### src/hw/rtl/pnh_pkg.sv
// Package for the path name hash unit: mixing constants and the
// structs passed between pipeline stages. No dependencies.
package pnh_pkg;

   // Backslash and terminator detection masks, case fold mask and slash delta
   localparam logic [31:0] OnesBytes   = 32'h0101_0101;
   localparam logic [31:0] HighBytes   = 32'h8080_8080;
   localparam logic [31:0] BslashBytes = 32'h5C5C_5C5C;
   localparam logic [31:0] FoldMask    = 32'hDFDF_DFDF;
   localparam logic [31:0] SlashDelta  = 32'd45;

   // Mixing multipliers
   localparam logic [43:0] MixWordMul = 44'hFB8_C4D9_6501;
   localparam logic [26:0] MixAccMul  = 27'h633_D5F1;
   localparam logic [55:0] MixLenMul  = 56'hAE_5028_12AA_7333;

   // Halves of the wide multipliers, so each partial product stays narrow
   localparam logic [21:0] MixWordMulLo = MixWordMul[21:0];
   localparam logic [21:0] MixWordMulHi = MixWordMul[43:22];
   localparam logic [27:0] MixLenMulLo  = MixLenMul[27:0];
   localparam logic [27:0] MixLenMulHi  = MixLenMul[55:28];

   // Rewritten word mixed and shifted: bits 63:24 of the 64-bit product
   typedef struct packed {
      logic        last;
      logic [1:0]  idx;
      logic [39:0] term;
   } pnh_term_type;

   // Terminated name: accumulator sum before the length term, and the length
   typedef struct packed {
      logic [63:0] sum;
      logic [31:0] len;
   } pnh_sum_type;

endpackage

### src/hw/rtl/pnh_accum.sv
// Accumulator stage: folds each mixed word into the running hash state
// and hands terminated names onward. Uses pnh_pkg.
module pnh_accum (
   input  logic                 clock,
   input  logic                 reset,
   input  logic                 term_valid,
   output logic                 term_ready,
   input  pnh_pkg::pnh_term_type term_item,
   output logic                 sum_valid,
   input  logic                 sum_ready,
   output pnh_pkg::pnh_sum_type  sum_item
);
   import pnh_pkg::*;

   logic [63:0] acc_ff;
   logic [31:0] count_ff;
   logic        ls_v_ff;
   pnh_sum_type ls_item_ff;

   logic        ls_free;
   logic        fire;
   logic [63:0] acc_prod;
   logic [63:0] mix_sum;
   logic [63:0] acc_in;

   // only a terminating word needs room downstream
   assign ls_free    = !ls_v_ff || sum_ready;
   assign term_ready = !term_item.last || ls_free;
   assign fire       = term_valid && term_ready;

   // acc * multiplier modulo 2^64 from two narrow products; this loop sets fmax
   always_comb begin
      acc_prod = 64'(59'(acc_ff[31:0]) * 59'(MixAccMul))
               + {32'(acc_ff[63:32]) * 32'(MixAccMul), 32'd0};
      mix_sum  = acc_prod + 64'(term_item.term);
      acc_in   = mix_sum ^ (mix_sum >> 61);
   end

   always_ff @(posedge clock) begin
      if (reset) begin
         acc_ff   <= '0;
         count_ff <= '0;
         ls_v_ff  <= 1'b0;
      end else begin
         if (fire) begin
            if (term_item.last) begin
               acc_ff   <= '0;
               count_ff <= '0;
            end else begin
               acc_ff   <= acc_in;
               count_ff <= count_ff + 32'd4;
            end
         end
         if (ls_free) ls_v_ff <= fire && term_item.last;
      end
   end

   always_ff @(posedge clock) begin
      if (ls_free) begin
         ls_item_ff.sum <= mix_sum;
         ls_item_ff.len <= count_ff + 32'(term_item.idx);
      end
   end

   assign sum_valid = ls_v_ff;
   assign sum_item  = ls_item_ff;

   // a terminated name leaves the state cleared
   a_clear_after_last: assert property (@(posedge clock) disable iff (reset)
      fire && term_item.last |=> acc_ff == '0 && count_ff == '0)
      else $error("hash state not cleared after terminator");

   // each inner word adds four bytes
   a_count_step: assert property (@(posedge clock) disable iff (reset)
      fire && !term_item.last |=> count_ff == $past(count_ff) + 32'd4)
      else $error("byte count did not advance by four");

   // a held name result is not overwritten
   a_hold_sum: assert property (@(posedge clock) disable iff (reset)
      ls_v_ff && !sum_ready |=> ls_v_ff && $stable(ls_item_ff))
      else $error("pending name sum lost");

endmodule

### config.mk
export PLATFORM = sky130hd
export DESIGN_NAME = pnh_accum
export DESIGN_NICKNAME = d
export VERILOG_FILES = /design/src/hw/rtl/pnh_pkg.sv /design/src/hw/rtl/pnh_accum.sv
export SDC_FILE = /design/constraint.sdc
export NUM_CORES = 2
export LEC_CHECK = 0
export BUFFER_PORTS_ARGS = -buffer_cell sky130_fd_sc_hd__buf_2
export CORE_MARGIN = 5
export CORE_UTILIZATION = 41
export CTS_CLUSTER_DIAMETER = 30
export CTS_CLUSTER_SIZE = 12
export DETAILED_ROUTE_END_ITERATION = 8
export PLACE_DENSITY = 0.54
export SYNTH_ARGS = -nofsm -noshare
export SYNTH_HDL_FRONTEND = slang
export SYNTH_SLANG_ARGS = --single-unit
### constraint.sdc
create_clock -name clock -period 20.4 [get_ports clock]
set_input_delay 4.08 -clock clock [delete_from_list [all_inputs] [get_ports clock]]
set_output_delay 4.08 -clock clock [all_outputs]
set_load 0.02 [all_outputs]
==> summary.md <==
| Metric | Value |
|---|---|
| Crit. Startpoint | `acc_ff[37]` |
| Most instantiated cells after synthesis | `inv_1, fa_1, ha_1` |
| F_max | `0.104 GHz` |
| Finished Layout Cells | `4532` |
| TritonRoute pass-1 iters | `5` |
| CP bufs+invs | `5` |
| Critical path capture point type | `flop` |
| DPL Wire Length | `82300 um` |
| CTS tree | `built` |
| Die area | `0.0881 sq mm` |
| RSZ-0062 raised after global routing | `false` |
| Die H | `297 um` |
| WS Path Type | `flop to flop` |
| Crit share post-route | `47.3%` |
| Min Tclk post-route | `9.65 ns` |
| Total number of vias | `22000` |
| Ports | `145` |
| # diodes | `0` |
| CP Max Fanout | `10` |
| Largest net degree at the start of global routing | `53` |
| Worst hold path class | `flop to flop` |
| Fillers | `8057` |
| Core box area | `0.0818 sq mm` |
| Port Buffer Count | `144` |
| Vias in the first global route | `24300` |
| Final Setup Violations | `0` |
| Initial Utilization | `41.2%` |
| Yosys top cell area share | `37.6%` |
| Crit path largest cell delay | `0.68 ns` |
| Final GP Congestion | `0.896` |
| DRC viols | `0` |
| WL final | `93600 um` |
| Clock buffer depth | `2` |
| Row cnt | `105` |
| Critical Path Slowest Stage Cell | `dfxtp_1` |
| CTS Root Cell | `clkbuf_16` |
| Clk_lat worst skew | `0.45 ns` |
| Max transition margin | `19.2%` |
| Distinct cells, synth | `69` |
| Cts hold-fix bufs | `0` |
| Worst-margin pin slew | `1.21 ns` |
| Seq. cell area | `0.00478 sq mm` |
| Worst Setup Start Kind | `flop` |
| CP required | `20.74 ns` |
| Synth warn | `0` |
| ANT nets after route | `0` |
| Syn Inst Count | `3331` |
| Most frequent cell after synthesis | `inv_1` |
| Status | `finished clean` |
| Register area share after synthesis | `14.2%` |
| First-pass GRT wire length | `146000 um` |
| Synthesized cell area | `0.0337 sq mm` |
| Synth area leaders | `fa_1, ha_1, inv_1` |
| Initial antenna violation count | `0` |
| Max cap viols | `0` |
| Area delta synth->final | `7.79%` |
| Fin nets | `4678` |
| Multi-input gate area | `0.0245 sq mm` |
| R2R Path Start | `acc_ff[37]` |
| Synth Register Bits | `191` |
| Final Hold Fails | `0` |
| Dominant cell type by area after synthesis | `fa_1` |
| Placed Cells | `4500` |
| Global route overflow | `0` |
| Clk slew on worst S/H paths | `0.09 ns` |
| Final Max Tran Viols | `0` |
| Layout cells sized above 1 | `6.70%` |
| Post-synth EDFFs | `96` |
| Wire per inst | `20.7 um` |
| Most used DFF post-synth | `edfxtp_1` |
| Clock Skew | `0.0162 ns` |
| DR iter-0 viols | `1088` |
| Delay-heaviest family, CP | `adder cells` |
| Asr flop ratio synth | `0%` |
| Vias per inst | `4.84` |
| H-tree lvl count | `4` |
| Synth Area per Inst | `10.1 sq um` |
| Hold wc startpoint | `acc_ff[4]` |
| Die Width | `297 um` |
| CTS buffer count | `17` |
| Setup TNS | `0 ns` |
| Critical Path AT | `10.00 ns` |
| Sink Count | `191` |
| Total track usage | `21.7%` |
| Post-CTS Setup Inserts | `0` |
| Post-synthesis net count | `4560` |
| Post-cts gate resize count | `0` |
==> final cells by class <==
type                            count  share of cell area [%]
Timing Repair Buffer              174                    2.60
Tap cell                         1070                    3.68
Clock inverter                     15                   0.516
Multi-Input combinational cell   1955                    67.4
Sequential cell                   191                    13.2
Inverter                         1110                    11.5
Clock buffer                       17                    1.17
==> cell families after synthesis <==
kind of cell | after synthesis | synth area share, %
buf+inv | 1185 | 13.2
fa+ha+maj | 1182 | 58.0
compound gates | 327 | 6.63
simple gates | 311 | 4.45
flops | 191 | 14.2
xor+xnor | 134 | 3.52
mux | 1 | 0.0297
==> metal layers <==
layer  vias up  wire (um)  global-route usage [%]
met4         0       2670                    5.33
met2       406      49100                    40.4
li1      10400          -                       -
met3        95       3080                    2.26
met1     11100      38800                    27.2
met5         -          0                       0
==> final timing paths <==
| check | end | slack (ns) | cells after the start |
|---|---|---|---|
| max | acc_ff[1] | 10.75 | 33 |
| min | acc_ff[4] | 0.46 | 2 |
| max reg2reg | acc_ff[1] | 10.75 | 33 |
| min reg2reg | acc_ff[4] | 0.46 | 2 |
==> placed cells by master, fill, tap and decap left out, types with 7 or more instances in the layout <==
cell type,n
a31oi_1,8
a21oi_1,88
buf_4,30
ha_1,549
fa_1,633
and3_1,17
nor3_1,11
clkbuf_16,17
o211ai_1,8
nand4_1,15
dfxtp_1,95
nand3_1,33
a22oi_1,36
inv_1,1110
a21o_1,49
xnor2_1,72
o21ai_0,43
edfxtp_1,96
and2_1,10
o21a_1,9
nor2_1,101
a22o_1,20
o21bai_1,14
nand2b_1,7
nand2_1,73
buf_2,144
xor2_1,61
==> stage by stage <==
stage	hold WS [ns]	area (sq um)	setup WS, ns	utilization, %
finish	0.459	36300	10.75	44.4
global route	0.478	36300	10.20	44.4
global placement	0.442	35700	10.61	43.7
floorplan	0.449	33700	11.28	-
CTS	0.454	36300	10.76	44.4
detailed placement	0.442	35700	10.59	43.7
==> state kept, by name, summed over array words and instances, names as in the netlist <==
| register | flops |
|---|---|
| acc_ff | 64 |
| count_ff | 30 |
| sum_item | 96 |
| sum_valid | 1 |
==> worst reg2reg max path: cells and delay by family (launching register included) <==
family                     cells  cell delay [ns]
and+or+nand+nor                1             0.18
buffers and inverters          5             0.39
adders and majority gates     12             4.84
DFF                            1             0.68
AOI/OAI and AO/OA             15             3.47
Power is not shown: default switching activity piles up to over one toggle a cycle in this logic, so the estimate is an artifact.
