## src/hw/rtl/pnh_pkg.sv

```systemverilog
// Package for the path name hash unit: mixing constants and the
// structs passed between pipeline stages. No dependencies.
package pnh_pkg;

   // Backslash and terminator detection masks, case fold mask and slash delta
   localparam logic [31:0] OnesBytes   = 32'h0101_0101;
   localparam logic [31:0] HighBytes   = 32'h8080_8080;
   localparam logic [31:0] BslashBytes = 32'h5C5C_5C5C;
   localparam logic [31:0] FoldMask    = 32'hDFDF_DFDF;
   localparam logic [31:0] SlashDelta  = 32'd45;

   // Mixing multipliers
   localparam logic [43:0] MixWordMul = 44'hFB8_C4D9_6501;
   localparam logic [26:0] MixAccMul  = 27'h633_D5F1;
   localparam logic [55:0] MixLenMul  = 56'hAE_5028_12AA_7333;

   // Halves of the wide multipliers, so each partial product stays narrow
   localparam logic [21:0] MixWordMulLo = MixWordMul[21:0];
   localparam logic [21:0] MixWordMulHi = MixWordMul[43:22];
   localparam logic [27:0] MixLenMulLo  = MixLenMul[27:0];
   localparam logic [27:0] MixLenMulHi  = MixLenMul[55:28];

   // Rewritten word mixed and shifted: bits 63:24 of the 64-bit product
   typedef struct packed {
      logic        last;
      logic [1:0]  idx;
      logic [39:0] term;
   } pnh_term_type;

   // Terminated name: accumulator sum before the length term, and the length
   typedef struct packed {
      logic [63:0] sum;
      logic [31:0] len;
   } pnh_sum_type;

endpackage

```

## src/hw/rtl/pnh_req_if.sv

```systemverilog
// Request channel carrying one 32-bit name word per handshake.
// No dependencies.
interface pnh_req_if;
   logic        valid;
   logic        ready;
   logic [31:0] name_word;

   modport source (output valid, output name_word, input ready);
   modport sink   (input valid, input name_word, output ready);
endinterface

```

## src/hw/rtl/pnh_front.sv

```systemverilog
// Front end: input register, word rewrite, terminator detect and the
// constant word multiply split over two stages. Uses pnh_pkg, pnh_req_if.
module pnh_front (
   input  logic                 clock,
   input  logic                 reset,
   pnh_req_if.sink              req_chan,
   output logic                 term_valid,
   input  logic                 term_ready,
   output pnh_pkg::pnh_term_type term_item
);
   import pnh_pkg::*;

   logic        in_v_ff;
   logic [31:0] in_word_ff;
   logic        pr_v_ff;
   logic        pr_last_ff;
   logic [1:0]  pr_idx_ff;
   logic [53:0] pr_lo_ff;
   logic [53:0] pr_hi_ff;
   logic        tm_v_ff;
   pnh_term_type tm_item_ff;

   logic        in_free;
   logic        pr_free;
   logic        tm_free;
   logic [31:0] bs_x;
   logic [31:0] bs_flags;
   logic [31:0] fixed_word;
   logic [31:0] zero_hits;
   logic [31:0] keep_mask;
   logic [31:0] mix_word;
   logic        word_last;
   logic [1:0]  word_idx;
   logic [63:0] prod_sum;

   // stage hand-off: a stage loads when it is empty or its word moves on
   assign tm_free        = !tm_v_ff || term_ready;
   assign pr_free        = !pr_v_ff || tm_free;
   assign in_free        = !in_v_ff || pr_free;
   assign req_chan.ready = in_free;

   // backslash to slash, then case fold
   always_comb begin
      bs_x       = in_word_ff ^ BslashBytes;
      bs_flags   = ((~bs_x) >> 7) & ((bs_x - OnesBytes) >> 7) & OnesBytes;
      fixed_word = (in_word_ff - (bs_flags * SlashDelta)) & FoldMask;
   end

   // first zero byte: lowest hit of the terminator detector
   always_comb begin
      zero_hits = ~in_word_ff & (in_word_ff - OnesBytes) & HighBytes;
      word_last = |zero_hits;
      priority if (zero_hits[7]) begin
         word_idx  = 2'd0;
         keep_mask = 32'h0000_007F;
      end else if (zero_hits[15]) begin
         word_idx  = 2'd1;
         keep_mask = 32'h0000_7FFF;
      end else if (zero_hits[23]) begin
         word_idx  = 2'd2;
         keep_mask = 32'h007F_FFFF;
      end else begin
         word_idx  = 2'd3;
         keep_mask = 32'h7FFF_FFFF;
      end
      mix_word = word_last ? (fixed_word & keep_mask) : fixed_word;
   end

   // partial products recombined modulo 2^64
   assign prod_sum = 64'(pr_lo_ff) + (64'(pr_hi_ff) << 22);

   always_ff @(posedge clock) begin
      if (reset) begin
         in_v_ff <= 1'b0;
         pr_v_ff <= 1'b0;
         tm_v_ff <= 1'b0;
      end else begin
         if (in_free) in_v_ff <= req_chan.valid;
         if (pr_free) pr_v_ff <= in_v_ff;
         if (tm_free) tm_v_ff <= pr_v_ff;
      end
   end

   always_ff @(posedge clock) begin
      if (in_free) in_word_ff <= req_chan.name_word;
      if (pr_free) begin
         pr_last_ff <= word_last;
         pr_idx_ff  <= word_idx;
         pr_lo_ff   <= 54'(mix_word) * 54'(MixWordMulLo);
         pr_hi_ff   <= 54'(mix_word) * 54'(MixWordMulHi);
      end
      if (tm_free) begin
         tm_item_ff.last <= pr_last_ff;
         tm_item_ff.idx  <= pr_idx_ff;
         tm_item_ff.term <= prod_sum[63:24];
      end
   end

   assign term_valid = tm_v_ff;
   assign term_item  = tm_item_ff;

endmodule

```

## src/flat_wrapper.sv

```systemverilog
// flat-port wrapper written by rule: the top's interface ports become plain ports
module pnh_front_flat import pnh_pkg::*;
  (clock, reset, term_valid, term_ready, term_item, req_chan_valid, req_chan_name_word, req_chan_ready);
  pnh_req_if req_chan_i ();
  input  logic clock;
  input  logic reset;
  output logic term_valid;
  input  logic term_ready;
  output pnh_pkg::pnh_term_type term_item;
  input wire logic [$bits(req_chan_i.valid)-1:0] req_chan_valid;
  input wire logic [$bits(req_chan_i.name_word)-1:0] req_chan_name_word;
  output wire logic [$bits(req_chan_i.ready)-1:0] req_chan_ready;
  assign req_chan_i.valid = req_chan_valid;
  assign req_chan_i.name_word = req_chan_name_word;
  assign req_chan_ready = req_chan_i.ready;
  pnh_front u_core (.clock(clock), .reset(reset), .req_chan(req_chan_i), .term_valid(term_valid), .term_ready(term_ready), .term_item(term_item));
endmodule
```

## config.mk

```make
export PLATFORM = sky130hd
export DESIGN_NAME = pnh_front_flat
export DESIGN_NICKNAME = d
export VERILOG_FILES = /design/src/hw/rtl/pnh_pkg.sv /design/src/hw/rtl/pnh_req_if.sv /design/src/hw/rtl/pnh_front.sv /design/src/flat_wrapper.sv
export SDC_FILE = /design/constraint.sdc
export NUM_CORES = 1
export LEC_CHECK = 0
export ABC_AREA = 0
export ABC_CLOCK_PERIOD_IN_PS = 14300
export BUFFER_PORTS_ARGS = -buffer_cell sky130_fd_sc_hd__buf_2
export CAP_MARGIN = 20
export CORE_AREA = 2 2 210 212
export DETAILED_ROUTE_END_ITERATION = 6
export DIE_AREA = 0 0 212 214
export PLACE_DENSITY = 0.71
export SLEW_MARGIN = 25
export SYNTH_ARGS = -nofsm -noshare
export SYNTH_HDL_FRONTEND = slang
export SYNTH_SLANG_ARGS = --single-unit
```

## constraint.sdc

```tcl
create_clock -name clock -period 14.3 [get_ports clock]
set_input_delay 2.86 -clock clock [delete_from_list [all_inputs] [get_ports clock]]
set_output_delay 2.86 -clock clock [all_outputs]
set_load 0.1 [all_outputs]
```

==> summary.txt <==
Worst-case clock buffer depth -> 2
WL final -> 56900 um
Hold Slack -> 0.434 ns
Largest family of logic cells by synthesized area -> adder cells
Die X -> 212 um
Sequential share of the synthesized area -> 19.7%
Clock slew at reported path FFs -> 0.07 ns
First DRT Iteration DRCs -> 752
TritonCTS buffer count -> 17
Share of cells above drive strength 1 -> 6.58%
Post-route clock period utilization -> 78.9%
Data arrival, critical path -> 11.53 ns
Initial antenna violation count -> 1
Drt wl/cell -> 19.9 um
Die H -> 214 um
Clock Tree Root -> clkbuf_16
TritonCTS clock tree -> done
Final Skew -> 0.0185 ns
Setup TNS -> 0 ns
Max_slew headroom -> 37.8%
Crit-path max FO -> 9
Worst Setup End Kind -> flip-flop
WP data required -> 14.54 ns
Unrepaired setup endpoints after global routing -> false
Clk sinks -> 154
Synth Area per Inst -> 10.9 um2
Worst hold path type -> flip-flop to flip-flop
MaxCap Viol Count -> 0
Post-synthesis mux area share -> 0.0911%
Final Cell Area -> 25200 um2
Antenna Violating Nets Remaining -> 0
Crit path max-delay cell type -> and2_1
Final min period -> 11.29 ns
Asr flop ratio synth -> 0%
Actual slew at the worst max-slew pin -> 0.928 ns
Hold-fix buffers at CTS -> 0
Core area -> 42900 um2
Vias in the first global route -> 16600
Max incr delay on CP -> 0.66 ns
Largest net degree at the start of global routing -> 67
Achievable frequency -> 88.6 MHz
Setup CP Type -> flip-flop to flip-flop
Initial Util -> 54.5%
Io pins -> 81
Final Hold Violating Endpoints -> 0
Final Worst Setup Slack -> 3.01 ns
Syn Std Cell Area -> 23400 um2
DP Area -> 24600 um2
Seq cells post-synth -> 154
CTS H-tree lvls -> 4
GRT Total Usage -> 26.6%
Post-Synth Adder-Cell Area -> 53.2%
Simple-Gate Fraction of Synth Area -> 5.62%
DRC -> 0
Syn Nets -> 2979
Rows -> 76
Area growth from synthesis to layout -> 7.96%
Most used DFF post-synth -> edfxtp_1
YS warnings -> 0
Pins Over Slew Limit -> 0
Vias -> 15400
Drt pass-1 iters -> 5
Fill count -> 3622
First-pass GRT wire length -> 89400 um
Final net count -> 3095
Status -> completed
DR vias/cell -> 5.36
Number of diodes -> 0
Number of synthesized flops with an enable pin -> 151
Synth cell types -> 59
Clock latency on the worst-skew pair -> 0.49 ns
Post-placement setup slack -> 3.07 ns
RD Place Congestion -> 0.962
DPL Wire Length -> 48100 um
Synth Area in XOR/XNOR -> 5.23%
Final setup violation count -> 0
Setup Buffers After CTS -> 0
Grt ovf -> 0
Compound-Gate Fraction of Synth Area -> 7.43%
CP Launch Type -> flip-flop
Mapped Cells -> 2150
DIE AREA -> 45400 um2
Buffers added on ports -> 80
Post-CTS resize count -> 0
worst paths after layout:
check,cells after the start,end,slack [ns],from
worst max-delay path,35,u_core.pr_hi_ff[41],3.01,u_core.in_word_ff[1]
worst min-delay path,0,u_core.term_item[41],0.43,u_core.pr_idx_ff[1]
worst max register to register,35,u_core.pr_hi_ff[41],3.01,u_core.in_word_ff[1]
worst min register to register,0,u_core.term_item[41],0.43,u_core.pr_idx_ff[1]
placed cells by master (no fill, tap or decap), types with 17 or more instances in the layout:
| master | synthesis | routed |
|---|---|---|
| buf_4 | 0 | 19 |
| clkbuf_16 | 0 | 17 |
| nor2_1 | 69 | 68 |
| buf_2 | 0 | 80 |
| xor2_1 | 46 | 46 |
| inv_1 | 543 | 541 |
| a21oi_1 | 88 | 88 |
| a21o_1 | 51 | 51 |
| xnor2_1 | 91 | 91 |
| and3_1 | 18 | 18 |
| o21ai_0 | 28 | 28 |
| ha_1 | 460 | 460 |
| nand2_1 | 43 | 43 |
| fa_1 | 333 | 333 |
| edfxtp_1 | 151 | 151 |
logic make-up after synthesis:
group                      after synthesis
adders and majority gates              793
and+or+nand+nor                        254
muxes                                    2
DFF                                    154
buffers and inverters                  545
xor gates and xnor gates               138
AOI/OAI and AO/OA                      264
layer usage:
layer | GRT usage (%) | up-vias | wire length [um]
met1 | 34.4 | 7628 | 24400
met4 | 8.59 | 0 | 1580
met5 | 0 | - | 0
met2 | 43.4 | 374 | 27400
li1 | - | 7270 | -
met3 | 7.07 | 84 | 3490
cell type report:
class	instances	area (um2)	share of cell area, %
clock inverter	15	164	0.650
sequential	154	4590	18.2
clock buffer	17	425	1.69
tap	585	732	2.90
inverter	543	2040	8.08
multi-input combinational	1451	16700	66.3
timing repair buffer	99	543	2.15
critical path, delay by kind of cell, from the launching register on:
family	cells	cell delay, ns
adder cells (fa/ha/maj)	8	3.66
AND/OR/NAND/NOR	6	1.96
AO/OA/AOI/OAI	14	4.13
XOR/XNOR	2	0.54
buffers and inverters	5	0.37
flip-flops	1	0.38
metrics by stage:
stage | utilization (%) | instances
floorplan | - | 2150
global placement | 57.4 | 2832
detailed placement | 57.4 | 2832
CTS | 58.8 | 2864
global route | 58.8 | 2864
finish | 58.8 | 2864
state kept, by name, summed over array words and instances, names as in the netlist:
name and flops:
u_core.pr_hi_ff 42, u_core.pr_lo_ff 31, u_core.pr_last_ff 1, u_core.pr_idx_ff 2
u_core.in_v_ff 1, u_core.term_item 43, u_core.pr_v_ff 1, u_core.in_word_ff 32
u_core.term_valid 1
synthesized netlist by cell type (all sizes together) (7+ instances only):
master	n	area [um2]
o21ai	28	140
xor2	46	403
nand4	13	81.3
and3	18	113
edfxtp	151	4530
and2	16	100
xnor2	91	797
a211oi	8	65.1
a211o	7	61.3
nor2	70	265
o21a	8	60.1
o31ai	8	60.1
nand2b	16	100
nand3	16	80.1
nor3	14	70.1
a21o	51	383
ha	460	5760
fa	333	6670
inv	543	2040
o21bai	14	105
a31oi	13	81.3
nand2	43	161
or3	8	50.1
a21oi	88	440
a31o	8	70.1
nor2b	15	93.8
Power is not shown: default switching activity piles up to over one toggle a cycle in this logic, so the estimate is an artifact.
