### config.mk
export PLATFORM = sky130hd
export DESIGN_NAME = pnh_final_flat
export DESIGN_NICKNAME = d
export VERILOG_FILES = /design/src/hw/rtl/pnh_pkg.sv /design/src/hw/rtl/pnh_rsp_if.sv /design/src/hw/rtl/pnh_final.sv /design/src/flat_wrapper.sv
export SDC_FILE = /design/constraint.sdc
export NUM_CORES = 2
export LEC_CHECK = 0
export BUFFER_PORTS_ARGS = -buffer_cell sky130_fd_sc_hd__buf_2
export CORE_ASPECT_RATIO = 0.7
export CORE_MARGIN = 10
export CORE_UTILIZATION = 40
export DETAILED_ROUTE_END_ITERATION = 10
export GPL_ROUTABILITY_DRIVEN = 1
export GPL_TIMING_DRIVEN = 0
export PLACE_DENSITY = 0.57
export SLEW_MARGIN = 20
export SYNTH_ARGS = -nofsm -noshare
export SYNTH_HDL_FRONTEND = slang
export SYNTH_SLANG_ARGS = --single-unit
### constraint.sdc
create_clock -name clock -period 9.8 [get_ports clock]
set_clock_uncertainty 0.2 [all_clocks]
set_input_delay 0.98 -clock clock [delete_from_list [all_inputs] [get_ports clock]]
set_output_delay 0.98 -clock clock [all_outputs]
set_load 0.01 [all_outputs]
### src/hw/rtl/pnh_pkg.sv
// Package for the path name hash unit: mixing constants and the
// structs passed between pipeline stages. No dependencies.
package pnh_pkg;

   // Backslash and terminator detection masks, case fold mask and slash delta
   localparam logic [31:0] OnesBytes   = 32'h0101_0101;
   localparam logic [31:0] HighBytes   = 32'h8080_8080;
   localparam logic [31:0] BslashBytes = 32'h5C5C_5C5C;
   localparam logic [31:0] FoldMask    = 32'hDFDF_DFDF;
   localparam logic [31:0] SlashDelta  = 32'd45;

   // Mixing multipliers
   localparam logic [43:0] MixWordMul = 44'hFB8_C4D9_6501;
   localparam logic [26:0] MixAccMul  = 27'h633_D5F1;
   localparam logic [55:0] MixLenMul  = 56'hAE_5028_12AA_7333;

   // Halves of the wide multipliers, so each partial product stays narrow
   localparam logic [21:0] MixWordMulLo = MixWordMul[21:0];
   localparam logic [21:0] MixWordMulHi = MixWordMul[43:22];
   localparam logic [27:0] MixLenMulLo  = MixLenMul[27:0];
   localparam logic [27:0] MixLenMulHi  = MixLenMul[55:28];

   // Rewritten word mixed and shifted: bits 63:24 of the 64-bit product
   typedef struct packed {
      logic        last;
      logic [1:0]  idx;
      logic [39:0] term;
   } pnh_term_type;

   // Terminated name: accumulator sum before the length term, and the length
   typedef struct packed {
      logic [63:0] sum;
      logic [31:0] len;
   } pnh_sum_type;

endpackage

### src/hw/rtl/pnh_rsp_if.sv
// Response channel carrying the hash of one terminated name.
// No dependencies.
interface pnh_rsp_if;
   logic        valid;
   logic        ready;
   logic [63:0] hash_wide;
   logic [31:0] hash_folded;
   logic [31:0] name_length;

   modport source (output valid, output hash_wide, output hash_folded,
                   output name_length, input ready);
   modport sink   (input valid, input hash_wide, input hash_folded,
                   input name_length, output ready);
endinterface

### src/hw/rtl/pnh_final.sv
// Final stage: length multiply, subtraction and the response register.
// Uses pnh_pkg, pnh_rsp_if.
module pnh_final (
   input  logic                clock,
   input  logic                reset,
   input  logic                sum_valid,
   output logic                sum_ready,
   input  pnh_pkg::pnh_sum_type sum_item,
   pnh_rsp_if.source           rsp_chan
);
   import pnh_pkg::*;

   logic        lp_v_ff;
   logic [63:0] lp_sum_ff;
   logic [31:0] lp_len_ff;
   logic [59:0] lp_lo_ff;
   logic [59:0] lp_hi_ff;
   logic        out_v_ff;
   logic [63:0] out_hash_ff;
   logic [31:0] out_fold_ff;
   logic [31:0] out_len_ff;

   logic        out_take;
   logic        lp_free;
   logic [63:0] hash_in;

   assign out_take  = !out_v_ff || rsp_chan.ready;
   assign lp_free   = !lp_v_ff || out_take;
   assign sum_ready = lp_free;

   // hash = sum - len * multiplier, modulo 2^64
   assign hash_in = lp_sum_ff - (64'(lp_lo_ff) + (64'(lp_hi_ff) << 28));

   always_ff @(posedge clock) begin
      if (reset) begin
         lp_v_ff  <= 1'b0;
         out_v_ff <= 1'b0;
      end else begin
         if (lp_free)  lp_v_ff  <= sum_valid;
         if (out_take) out_v_ff <= lp_v_ff;
      end
   end

   always_ff @(posedge clock) begin
      if (lp_free) begin
         lp_sum_ff <= sum_item.sum;
         lp_len_ff <= sum_item.len;
         lp_lo_ff  <= 60'(sum_item.len) * 60'(MixLenMulLo);
         lp_hi_ff  <= 60'(sum_item.len) * 60'(MixLenMulHi);
      end
      if (out_take) begin
         out_hash_ff <= hash_in;
         out_fold_ff <= hash_in[31:0] ^ hash_in[63:32];
         out_len_ff  <= lp_len_ff;
      end
   end

   assign rsp_chan.valid       = out_v_ff;
   assign rsp_chan.hash_wide   = out_hash_ff;
   assign rsp_chan.hash_folded = out_fold_ff;
   assign rsp_chan.name_length = out_len_ff;

endmodule

### src/flat_wrapper.sv
// flat-port wrapper written by rule: the top's interface ports become plain ports
module pnh_final_flat import pnh_pkg::*;
  (clock, reset, sum_valid, sum_ready, sum_item, rsp_chan_valid, rsp_chan_hash_wide, rsp_chan_hash_folded, rsp_chan_name_length, rsp_chan_ready);
  pnh_rsp_if rsp_chan_i ();
  input  logic clock;
  input  logic reset;
  input  logic sum_valid;
  output logic sum_ready;
  input  pnh_pkg::pnh_sum_type sum_item;
  output wire logic [$bits(rsp_chan_i.valid)-1:0] rsp_chan_valid;
  output wire logic [$bits(rsp_chan_i.hash_wide)-1:0] rsp_chan_hash_wide;
  output wire logic [$bits(rsp_chan_i.hash_folded)-1:0] rsp_chan_hash_folded;
  output wire logic [$bits(rsp_chan_i.name_length)-1:0] rsp_chan_name_length;
  input wire logic [$bits(rsp_chan_i.ready)-1:0] rsp_chan_ready;
  assign rsp_chan_valid = rsp_chan_i.valid;
  assign rsp_chan_hash_wide = rsp_chan_i.hash_wide;
  assign rsp_chan_hash_folded = rsp_chan_i.hash_folded;
  assign rsp_chan_name_length = rsp_chan_i.name_length;
  assign rsp_chan_i.ready = rsp_chan_ready;
  pnh_final u_core (.clock(clock), .reset(reset), .sum_valid(sum_valid), .sum_ready(sum_ready), .sum_item(sum_item), .rsp_chan(rsp_chan_i));
endmodule
==> run_results.csv <==
group,metric,value,unit
timing,fmax,0.1178,GHz
floorplanning,initial_core_util,0.4059,
floorplanning,pin_count,230,
synth,synth_xor_area_frac,0.04960,
synth,synth_nets,4063,
synth,yosys.area_share.adder,0.4500,
place,place.port_buffers,229,
worst_setup_path,end_kind,"flip-flop",
timing,finalSetupViolCount,0,
cts,root_buffer,"clkbuf_16",
synth,yosys_warnings,0,
cts,cts-buffers-inserted,37,
synth,ys_types,72,
synth,synth_top_family_by_area,"adder cells",
finish,multi_input_area,0.02109,mm2
min_path,holdPathStages,0,
worst_setup_path,crit_required,9.91,ns
worst_setup_path,critPathLaunchType,"input port",
synth,yosys.area_share.simple,0.04246,
cts,cts_resized,0,
place,place_ws,0.9850,ns
timing,fin_crit,8.492,ns
synth,syn_inst,3019,
cts,cts_sinks,312,
worst_setup_path,crit_fanout,11,
finish,area_growth,11.60,%
finish,regArea,0.009349,mm2
place,gp_congestion,0.9628,
detailed_routing,ant_nets,0,
worst_setup_path,r2r_cells,15,
timing,hold_violations,0,
worst_setup_path,regToRegSetupSlack,5.23,ns
cts,htreeDepth,2,
cts,max-clock-path-buffers,3,
detailed_routing,num_vias,21830,
timing,fin_setup_tns,0,ns
timing,maxSlewHeadroom,0.3650,
finish,layout_commonest_cell,"inv_1",
synth,ys_ff_latch,312,
synth,synth_edf_count,310,
global_routing,grt_pass1_wl,147.3,mm
timing,worst_slew_pin_slew,0.9493,ns
detailed_routing,wl,98.71,mm
min_path,hold_end,"u_core.rsp_chan.name_length[12]$_DFFE_PP_",
detailed_routing,route.detailed.drc,0,
detailed_routing,routedWlPerCell,22.20,um
flow_run,drv_cap,0,
worst_setup_path,r2r_start,"u_core.lp_hi_ff[3]$_DFFE_PP_",
worst_setup_path,reg2reg_to,"u_core.rsp_chan.hash_folded[30]$_DFFE_PP_",
min_path,hold_path_class,"flip-flop to flip-flop",
worst_setup_path,crit_arrival,8.60,ns
global_routing,grt_max_degree,102,
finish,fin_nets,4335,
cts,cts.hold.buffers_added,0,
synth,synth_flop_cell,"edfxtp_1",
cts,cts.clk_slew.worst_paths,0.06,ns
outcome,status,"completed",
cts,post_cts_buffers,0,
floorplanning,die_w,366.7,um
synth,synthArstFlopShare,0,
timing,fin_ws,1.308,ns
timing,maxSlewViolCount,0,
global_routing,grt.overflow.total,0,
cts,tritoncts,"built",
synth,yosysSeqAreaShare,0.2778,
finish,drive_gt1_frac,0.09702,
cts,insertion_delay,0.59,ns
floorplanning,die_area,0.09631,mm2
detailed_routing,first_pass_iters,7,
synth,syn-cell-area,0.03365,mm2
global_routing,grtUsageTotal,0.2041,
worst_setup_path,critPathKind,"input port to flip-flop",
finish,nFillCells,7798,
detailed_routing,drt_iter0_markers,1755,
synth,synth_mux_area_frac,0.0002975,
synth,synth_compound_area_frac,0.08422,
global_routing,grt_pass1_vias,22550,
timing,rsz0062_at_grt,"false",
finish,final_cell_mix,"inv_1 (821), ha_1 (500), fa_1 (444), edfxtp_1 (310), buf_2 (233)",
global_routing,antenna_found_initial,9,
floorplanning,die_height,262.7,um
timing,fin_crit_sh,0.8665,
floorplanning,rows,88,
detailed_routing,post_drt_via_cell_ratio,4.908,
min_path,min_from,"u_core.lp_len_ff[12]$_DFFE_PP_",
place,dpl.hpwl,85.33,mm
floorplanning,core-area,0.08291,mm2
synth,syn_area_per_cell,11.15,um2
metrics by stage:
stage | area, um2 | std cells | util | hold slack (ns)
finish | 37550 | 4447 | 0.4530 | 0.2145
global route | 37550 | 4444 | 0.4529 | 0.2206
CTS | 37550 | 4444 | 0.4529 | 0.2167
detailed placement | 36330 | 4377 | 0.4382 | 0.2045
global placement | 36200 | 4373 | 0.4367 | 0.2010
floorplan | 33650 | 3019 | - | 0.2003
worst max-delay path, cell delays in order:
cell,delay [ns]
buf_2,0.38
ha_1,0.28
xor2_1,0.76
ha_1,0.28
nor2_1,0.07
fa_1,0.60
inv_1,0.07
fa_1,0.50
fa_1,0.43
fa_1,0.49
fa_1,0.68
ha_1,0.39
a21o_1,0.22
a21oi_1,0.16
o211a_1,0.15
a2bb2oi_1,0.30
nand3_1,0.23
a21oi_1,0.37
o21ai_0,0.19
or4_1,0.42
a31oi_1,0.34
o21ai_0,0.16
xnor2_1,0.14
metal layers:
layer,up-vias,routed length [um],GRT usage
met2,708,39020,0.2795
met5,-,74,0
li1,10360,-,-
met4,10,1432,0.03357
met3,86,9601,0.07072
met1,10660,48590,0.3086
flip-flops by register name (all words and copies together), names as in the netlist:
register                     flops
u_core.rsp_chan.hash_wide       64
u_core.lp_hi_ff                 36
u_core.rsp_chan.hash_folded     32
u_core.rsp_chan.valid            1
u_core.lp_sum_ff                64
u_core.rsp_chan.name_length     32
u_core.lp_v_ff                   1
u_core.lp_lo_ff                 57
u_core.lp_len_ff                25
cell usage after synthesis (6+ instances only):
cell type / number / share of area
a211oi_1: 9 / 0.0020
a21o_1: 94 / 0.021
a21oi_1: 130 / 0.019
a31oi_1: 21 / 0.0039
a41oi_1: 6 / 0.0016
and2_1: 10 / 0.0019
and3_1: 11 / 0.0020
clkbuf_1: 27 / 0.0030
edfxtp_1: 310 / 0.28
fa_1: 444 / 0.26
ha_1: 500 / 0.19
inv_1: 822 / 0.092
nand2_1: 85 / 0.0095
nand2b_1: 17 / 0.0032
nand3_1: 28 / 0.0042
nand4_1: 24 / 0.0045
nor2_1: 66 / 0.0074
nor2b_1: 16 / 0.0030
nor3_1: 10 / 0.0015
o21a_1: 16 / 0.0036
o21ai_0: 58 / 0.0086
o21bai_1: 23 / 0.0051
o31ai_1: 8 / 0.0018
xnor2_1: 103 / 0.027
xor2_1: 85 / 0.022
cells by family after synthesis:
logic type,count (synthesis)
AOI/OAI and AO/OA,429
buffers and inverters,855
DFF,312
adders and majority gates,944
and+or+nand+nor,289
muxes,1
xor gates and xnor gates,189
area by class of cell:
| class | count | area share |
|---|---|---|
| inverters | 822 | 0.08236 |
| repair buffers | 233 | 0.03345 |
| clock inverters | 23 | 0.006230 |
| diodes | 3 | 0.0001999 |
| plain buffers | 33 | 0.003465 |
| clock buffers | 44 | 0.02619 |
| multi-input cells | 1852 | 0.5617 |
| flip-flops and latches | 312 | 0.2489 |
| well taps | 1125 | 0.03748 |
how the worst max path moves through the flow:
| stage | startpoint | to | slack, ns | cells after the start |
|---|---|---|---|---|
| 4_1_cts | sum_item[1] | u_core.lp_lo_ff[57]$_DFFE_PP_ | 1.57 | 23 |
| 5_1_grt | sum_item[1] | u_core.lp_lo_ff[57]$_DFFE_PP_ | 1.12 | 23 |
| 3_5_place_dp | sum_item[1] | u_core.lp_lo_ff[57]$_DFFE_PP_ | 0.99 | 23 |
| 6_report | sum_item[1] | u_core.lp_lo_ff[57]$_DFFE_PP_ | 1.31 | 23 |
| 3_3_place_gp | rsp_chan_ready | sum_ready | 0.72 | 4 |
| 2_1_floorplan | sum_item[13] | u_core.lp_lo_ff[57]$_DFFE_PP_ | 2.68 | 23 |
Power is not shown: default switching activity piles up to over one toggle a cycle in this logic, so the estimate is an artifact.
